**src/cers_pkg.sv**
```systemverilog
package cers_pkg;

	// register map
	localparam int unsigned CFG_IDX_W = 8;
	localparam int unsigned CFG_DATA_W = 32;
	localparam logic [CFG_IDX_W-1:0] REG_TICKS_PER_MINUTE = 8'd0;
	localparam logic [CFG_IDX_W-1:0] REG_MIN_PULSE_WIDTH = 8'd1;
	localparam logic [CFG_IDX_W-1:0] REG_MIN_ADVANCE = 8'd2;
	localparam logic [CFG_IDX_W-1:0] REG_SWITCH_OFF_TIME = 8'd3;

	// reset and limit constants
	localparam logic [31:0] TPM_RESET = 32'd75000000;
	localparam logic [31:0] HALF_RANGE = 32'h8000_0000;
	localparam logic [15:0] SAT_16 = 16'hFFFF;

	// divider sizing: one quotient bit per step
	localparam int unsigned DIV_W = 32;
	localparam int unsigned DIV_CNT_W = $clog2(DIV_W + 1);

	typedef enum logic [1:0] {
		ACT_NONE = 2'd0,
		ACT_PROGRAM = 2'd1,
		ACT_HOLD = 2'd2
	} action_t;

	typedef struct packed {
		logic [15:0] edge_time;
		logic rising;
		logic overflow_pending;
		logic [15:0] extension_count;
		logic [15:0] pulse_width;
		logic [15:0] injection_angle;
		logic [31:0] cycle_period;
		logic [31:0] last_end_time;
		logic channel_busy;
	} in_word_t;

	typedef struct packed {
		logic leading_edge;
		logic [31:0] full_timestamp;
		logic [31:0] pulse_period;
		logic [15:0] rpm;
		action_t action;
		logic [15:0] start_time;
		logic [15:0] teeth_seen;
	} out_word_t;

	// scheduling settings handed to the scheduler
	typedef struct packed {
		logic [15:0] min_pulse_width;
		logic [15:0] min_advance;
		logic [15:0] switch_off_time;
	} sched_cfg_t;

	// scheduler result
	typedef struct packed {
		action_t action;
		logic [15:0] start_time;
	} sched_res_t;

endpackage

```
**src/cers_div.sv**
```systemverilog
module cers_div import cers_pkg::*; (
	input logic clk,
	input logic arst_n,
	input logic start,
	input logic [DIV_W-1:0] dividend,
	input logic [DIV_W-1:0] divisor,
	output logic done,
	output logic [DIV_W-1:0] quotient
);

	logic busy_q;
	logic done_q;
	logic [DIV_CNT_W-1:0] cnt_q;
	logic [DIV_W-1:0] rem_q;
	logic [DIV_W-1:0] dvd_q;
	logic [DIV_W-1:0] dvs_q;
	logic [DIV_W:0] rem_sh;
	logic [DIV_W+1:0] diff;
	logic ge;

	// one restoring step: shift in next dividend bit, trial subtract
	always_comb begin
		rem_sh = {rem_q, dvd_q[DIV_W-1]};
		diff = {1'b0, rem_sh} - {2'b00, dvs_q};
		ge = ~diff[DIV_W+1];
	end

	// control
	always_ff @(posedge clk or negedge arst_n) begin
		if (!arst_n) begin
			busy_q <= 1'b0;
			done_q <= 1'b0;
			cnt_q <= '0;
		end else begin
			done_q <= 1'b0;
			if (start) begin
				busy_q <= 1'b1;
				cnt_q <= DIV_CNT_W'(DIV_W);
			end else if (busy_q) begin
				cnt_q <= cnt_q - 1'b1;
				if (cnt_q == DIV_CNT_W'(1)) begin
					busy_q <= 1'b0;
					done_q <= 1'b1;
				end
			end
		end
	end

	// datapath; quotient bits shift into the dividend register
	always_ff @(posedge clk) begin
		if (start) begin
			rem_q <= '0;
			dvd_q <= dividend;
			dvs_q <= divisor;
		end else if (busy_q) begin
			rem_q <= ge ? diff[DIV_W-1:0] : rem_sh[DIV_W-1:0];
			dvd_q <= {dvd_q[DIV_W-2:0], ge};
		end
	end

	assign done = done_q;
	assign quotient = dvd_q;

endmodule

```
**src/cers_sched.sv**
```systemverilog
module cers_sched import cers_pkg::*; (
	input logic clk,
	input logic arst_n,
	input logic start,
	input in_word_t word,
	input logic [31:0] stamp,
	input sched_cfg_t cfg,
	output sched_res_t res
);

	logic v_s1;
	logic v_s2;
	logic [15:0] max_after;
	logic inj_s1;
	logic [15:0] adv_s1;
	logic inj_s2;
	logic [15:0] start_s2;
	logic [31:0] sum_a_s2;
	logic [31:0] sum_b_s2;
	logic [31:0] diff;
	sched_res_t res_s3;

	// stage valids
	always_ff @(posedge clk or negedge arst_n) begin
		if (!arst_n) begin
			v_s1 <= 1'b0;
			v_s2 <= 1'b0;
		end else begin
			v_s1 <= start;
			v_s2 <= v_s1;
		end
	end

	// upper clamp: half the cycle period, capped at 16 bits
	assign max_after = (word.cycle_period[31:17] != '0) ? SAT_16 : word.cycle_period[16:1];

	// stage 1: gate and clamp the advance
	always_ff @(posedge clk) begin
		if (start) begin
			inj_s1 <= word.pulse_width > cfg.min_pulse_width;
			if (word.injection_angle > max_after)
				adv_s1 <= max_after;
			else if (word.injection_angle < cfg.min_advance)
				adv_s1 <= cfg.min_advance;
			else
				adv_s1 <= word.injection_angle;
		end
	end

	// stage 2: start time and both sides of the reschedule test
	always_ff @(posedge clk) begin
		if (v_s1) begin
			inj_s2 <= inj_s1;
			start_s2 <= word.edge_time + adv_s1;
			sum_a_s2 <= stamp + {16'd0, adv_s1};
			sum_b_s2 <= word.last_end_time + {16'd0, cfg.switch_off_time};
		end
	end

	assign diff = sum_a_s2 - sum_b_s2;

	// stage 3: decide action
	always_ff @(posedge clk) begin
		if (v_s2) begin
			if (!inj_s2) begin
				res_s3.action <= ACT_NONE;
				res_s3.start_time <= '0;
			end else begin
				res_s3.start_time <= start_s2;
				if (!word.channel_busy || (diff > HALF_RANGE))
					res_s3.action <= ACT_PROGRAM;
				else
					res_s3.action <= ACT_HOLD;
			end
		end
	end

	assign res = res_s3;

endmodule

```
**src/crank_edge_rpm_and_injection_scheduler.sv**
```systemverilog
// Channel  | Signals                          | Word
// ---------+----------------------------------+--------------------------
// input    | in_valid / in_ready / in_data    | in_word_t, one edge
// output   | out_valid / out_ready / out_data | out_word_t, one result
// config   | cfg_we / cfg_index / cfg_data    | 32-bit register write
//
// A rising edge goes from accept to result through extend, launch,
// 32 steps of the restoring divider, done flag and load. A falling
// edge goes from extend straight to load. One edge is in work at a
// time; in_ready is high only while idle. The output register holds a
// finished word while the next edge is accepted; that edge waits in its
// last step until the register frees. Reset clears state and loads
// register defaults.
module crank_edge_rpm_and_injection_scheduler import cers_pkg::*; (
	input logic clk,
	input logic arst_n,
	input logic in_valid,
	output logic in_ready,
	input in_word_t in_data,
	output logic out_valid,
	input logic out_ready,
	output out_word_t out_data,
	input logic cfg_we,
	input logic [CFG_IDX_W-1:0] cfg_index,
	input logic [CFG_DATA_W-1:0] cfg_data
);

	typedef enum logic [2:0] {
		ST_IDLE,
		ST_EXT,
		ST_RUN,
		ST_WAIT,
		ST_DONE
	} state_t;

	state_t state_q;
	in_word_t in_q;
	logic [31:0] tpm_q;
	sched_cfg_t scfg_q;
	logic [31:0] prev_q;
	logic [15:0] teeth_q;
	logic [31:0] stamp_q;
	logic [31:0] period_q;
	logic leading_q;
	logic out_valid_q;
	out_word_t out_q;

	logic [15:0] upper;
	logic [31:0] stamp;
	logic launch;
	logic div_done;
	logic [DIV_W-1:0] quotient;
	logic [15:0] rpm;
	sched_res_t sres;

	// configuration registers
	always_ff @(posedge clk or negedge arst_n) begin
		if (!arst_n) begin
			tpm_q <= TPM_RESET;
			scfg_q <= '0;
		end else if (cfg_we) begin
			case (cfg_index)
				REG_TICKS_PER_MINUTE: tpm_q <= cfg_data;
				REG_MIN_PULSE_WIDTH: scfg_q.min_pulse_width <= cfg_data[15:0];
				REG_MIN_ADVANCE: scfg_q.min_advance <= cfg_data[15:0];
				REG_SWITCH_OFF_TIME: scfg_q.switch_off_time <= cfg_data[15:0];
				default: ;
			endcase
		end
	end

	// timestamp extension: count a pending overflow when the capture is
	// from after the wrap (bit 15 clear)
	always_comb begin
		upper = in_q.extension_count;
		if (in_q.overflow_pending && !in_q.edge_time[15])
			upper = in_q.extension_count + 16'd1;
		stamp = {upper, in_q.edge_time};
	end

	// saturated rpm
	assign rpm = ((period_q == '0) || (quotient[DIV_W-1:16] != '0)) ? SAT_16 : quotient[15:0];

	assign launch = (state_q == ST_RUN);

	cers_div u_div (
		.clk(clk),
		.arst_n(arst_n),
		.start(launch),
		.dividend(tpm_q),
		.divisor(period_q),
		.done(div_done),
		.quotient(quotient)
	);

	cers_sched u_sched (
		.clk(clk),
		.arst_n(arst_n),
		.start(launch),
		.word(in_q),
		.stamp(stamp_q),
		.cfg(scfg_q),
		.res(sres)
	);

	// sequencer and output register
	always_ff @(posedge clk or negedge arst_n) begin
		if (!arst_n) begin
			state_q <= ST_IDLE;
			prev_q <= '0;
			teeth_q <= '0;
			out_valid_q <= 1'b0;
			leading_q <= 1'b0;
		end else begin
			if (state_q == ST_DONE && (!out_valid_q || out_ready))
				out_valid_q <= 1'b1;
			else if (out_valid_q && out_ready)
				out_valid_q <= 1'b0;
			case (state_q)
				ST_IDLE: begin
					if (in_valid)
						state_q <= ST_EXT;
				end
				ST_EXT: begin
					leading_q <= in_q.rising;
					if (in_q.rising) begin
						prev_q <= stamp;
						teeth_q <= teeth_q + 16'd1;
						state_q <= ST_RUN;
					end else begin
						state_q <= ST_DONE;
					end
				end
				ST_RUN: state_q <= ST_WAIT;
				ST_WAIT: begin
					if (div_done)
						state_q <= ST_DONE;
				end
				ST_DONE: begin
					if (!out_valid_q || out_ready)
						state_q <= ST_IDLE;
				end
				default: state_q <= ST_IDLE;
			endcase
		end
	end

	// payload registers
	always_ff @(posedge clk) begin
		if (state_q == ST_IDLE && in_valid)
			in_q <= in_data;
		if (state_q == ST_EXT) begin
			stamp_q <= stamp;
			period_q <= stamp - prev_q;
		end
		if (state_q == ST_DONE && (!out_valid_q || out_ready)) begin
			if (leading_q) begin
				out_q.leading_edge <= 1'b1;
				out_q.full_timestamp <= stamp_q;
				out_q.pulse_period <= period_q;
				out_q.rpm <= rpm;
				out_q.action <= sres.action;
				out_q.start_time <= sres.start_time;
				out_q.teeth_seen <= teeth_q;
			end else begin
				out_q <= '0;
			end
		end
	end

	assign in_ready = (state_q == ST_IDLE);
	assign out_valid = out_valid_q;
	assign out_data = out_q;

endmodule

```
**config.mk**
```make
export PLATFORM = sky130hd
export DESIGN_NAME = crank_edge_rpm_and_injection_scheduler
export DESIGN_NICKNAME = d
export VERILOG_FILES = /design/src/cers_pkg.sv /design/src/cers_div.sv /design/src/cers_sched.sv /design/src/crank_edge_rpm_and_injection_scheduler.sv
export SDC_FILE = /design/constraint.sdc
export NUM_CORES = 1
export LEC_CHECK = 0
export BUFFER_PORTS_ARGS = -buffer_cell sky130_fd_sc_hd__buf_4
export CORE_MARGIN = 8
export CORE_UTILIZATION = 35
export DETAILED_ROUTE_END_ITERATION = 12
export GPL_ROUTABILITY_DRIVEN = 1
export PLACE_DENSITY = 0.59
export SLEW_MARGIN = 20
export SYNTH_ARGS = -nofsm -noshare
export SYNTH_HDL_FRONTEND = slang
export SYNTH_HIERARCHICAL = 1
export SYNTH_SLANG_ARGS = --single-unit
```
**constraint.sdc**
```tcl
create_clock -name clk -period 6.16 [get_ports clk]
set_input_delay 1.232 -clock clk [delete_from_list [all_inputs] [get_ports clk]]
set_output_delay 1.232 -clock clk [all_outputs]
set_load 0.005 [all_outputs]
```
==> results.toml <==
[die]
core_area_sq_um = 94400
die_h_um = 324
die_area_sq_um = 105000
initial_core_util_pct = 35.1
ioPinCount = 293
die_w_um = 324
rows = 113

[grt]
track_usage_pct = 16.1
grt_max_degree = 99
grt_pass1_vias = 21800
grt_antenna_before_repair = 6
grt_overflow_total = 0
grt_pass1_wl_mm = 131

[sta]
hold_viol = 0
worst_slew_pin_slew_ps = 955
fin_tns_setup_ps = 0
maxSlewHeadroom_pct = 36.3
period_share_pct = 66.9
fin_worst_skew_ps = 27.5
period_needed_ps = 4120
slew_viol_final = 0
rsz0062_at_grt = "false"
fmax_mhz = 243
finalSetupViolCount = 0

[finish]
final_net_count = 3460
syn2layout_area_growth_pct = 19.0
drive_above_1_share_pct = 19.7
nFillCells = 9053
ff_latch_area_sq_um = 18900
multiInputGateArea_sq_um = 13200
diodes = 0
final_area_sq_um = 39400

[hold_path]
hold_class = "flop to flop"
holdPathStages = 1
hold_path_end = "teeth_q[15]"
min-delay-start = "teeth_q[15]"

[power_and_ir_drop]
leakagePower_uw = 0.0158
peakVddDrop_mv = 0.235
pwr_density_cell_nw_per_um2 = 503

[critical_path]
start_kind = "flop"
critPathArrivalTime_ps = 4560
crit_fanout = 7
regToRegSetupSlack_ps = 2040
worstReg2RegEnd = "period_q[31]"
path_delay_family = "simple AND/OR/NAND/NOR gates"
cp.buffers_inverters = 0
crit_type = "flop to flop"
crit_chain = "nor2b_1, nand3_1, nor2_1, nand3_1, xnor2_1, ha_1, nand4_1, nor4_1, nand2_1, nor3_1, o31a_1, nor4_1, a311oi_1"
cp.required_ps = 6600
slowest_stage = "edfxtp_1"
reg2reg_depth = 13
end_kind = "flop"
r2r_start = "in_q[130]"
critPathMaxStageDelay_ps = 550

[routing]
wl_per_cell_um = 19.4
postRouteAntennaNets = 0
viasPerCell = 4.98
drt_iter0_markers = 1715
via_count = 22000
wirelength_mm = 85.8
dr.pass1.iters = 5
drc = 0

[logic_synthesis]
netlist_area_sq_um = 33100
syn-num-nets = 3142
synth_area_per_cell_sq_um = 12.0
yosysWarnings = 6
synthCells = 2768

[clock_tree]
cts_made_buffers = 79
tritoncts = "yes"
cts_resized = 0
root_buffer = "clkbuf_16"
cts_max_level = 3
clock-sinks = 664
postCtsSetupBuffers = 0
clk_pin_slew_ps = 60
clkLatencyLatePin_ps = 650
cts_max_path_buffers = 3
ctsHoldBuffers = 0

[place]
place.gp.congestion = 0.857
portBuffers = 291
placed_area_sq_um = 36800
place_hpwl_mm = 62.8

[outcome]
outcome = "completed"

[job]
maxCapViolCount = 0
report_power, final:
part	total [uW]	internal [uW]	switching, uW
combinational	7590	3140	4450
clock	4730	2760	1970
sequential	7530	6640	892
total	19900	12500	7320
metrics by stage:
| stage | utilization, % | hold slack, ps | std cells | setup WS [ps] | total power [uW] |
|---|---|---|---|---|---|
| final | 41.8 | 463 | 4415 | 2040 | 19900 |
| after global routing | 41.8 | 493 | 4415 | 1660 | 21300 |
| after CTS | 41.7 | 467 | 4414 | 2040 | 20100 |
| after detailed placement | 38.9 | 457 | 4269 | 2110 | 15200 |
| after global placement | 38.9 | 455 | 4269 | 2110 | 15100 |
| after floorplan | - | 400 | 2768 | 133 | 13000 |
worst register-to-register path, stage by stage (launching register included):
cell and delay, ps:
edfxtp_1 550, nor2b_1 460, nand3_1 180, nor2_1 290, nand3_1 140, xnor2_1 190, ha_1 400, nand4_1 160
nor4_1 500, nand2_1 100, nor3_1 390, o31a_1 240, nor4_1 60, a311oi_1 260
routing by layer:
layer,global-route usage (%),routed length [um],vias to the layer above
met4,4.26,2090,6
met1,23.2,41100,10600
li1,-,-,10700
met5,0,41,-
met3,3.87,5470,132
met2,24.2,37100,525
registers in the layout, indices dropped and copies added (netlist names), 3 cells and up:
register          cells
u_div/rem_q          32
u_sched/sum_b_s2     32
u_div/quotient       32
u_div/cnt_q           6
teeth_q              16
u_div/dvs_q          32
tpm_q                32
u_sched/start_s2     16
u_sched/res          18
u_sched/sum_a_s2     32
prev_q               32
state_q               3
period_q             32
scfg_q               48
u_sched/adv_s1       16
in_q                130
stamp_q              32
out_data            115
layout make-up:
type	instances	area share [%]
multi-input cells	1842	33.6
flip-flops and latches	664	48.0
clock inverters	51	1.48
inverters	190	1.81
repair buffers	309	5.97
well taps	1265	4.01
clock buffers	94	5.21
how the worst max path moves through the flow:
stage / start / to / slack, ps / depth (start not counted)
2_1_floorplan: state_q[2] / leading_q / 130 / 3
3_3_place_gp: in_q[130] / period_q[31] / 2110 / 13
3_5_place_dp: in_q[130] / period_q[31] / 2110 / 13
4_1_cts: in_q[130] / period_q[31] / 2040 / 13
5_1_grt: in_q[130] / period_q[29] / 1660 / 13
6_report: in_q[130] / period_q[31] / 2040 / 13
cells in the final DEF (no fill, tap or decap), types with 27 or more instances in the layout:
master,n
a21oi_1,154
dfxtp_1,32
a21o_1,47
and2_1,120
nor4_1,27
o21a_1,30
nor2_1,198
dfrtp_1,131
xnor2_1,105
nand3_1,51
nand4_1,35
inv_1,189
ha_1,192
xor2_1,60
clkbuf_16,79
mux2_2,118
mux2i_1,37
nand2_1,193
nor3_1,38
o21ai_0,110
edfxtp_1,489
buf_4,306
Power figures use the tool's default switching activity.
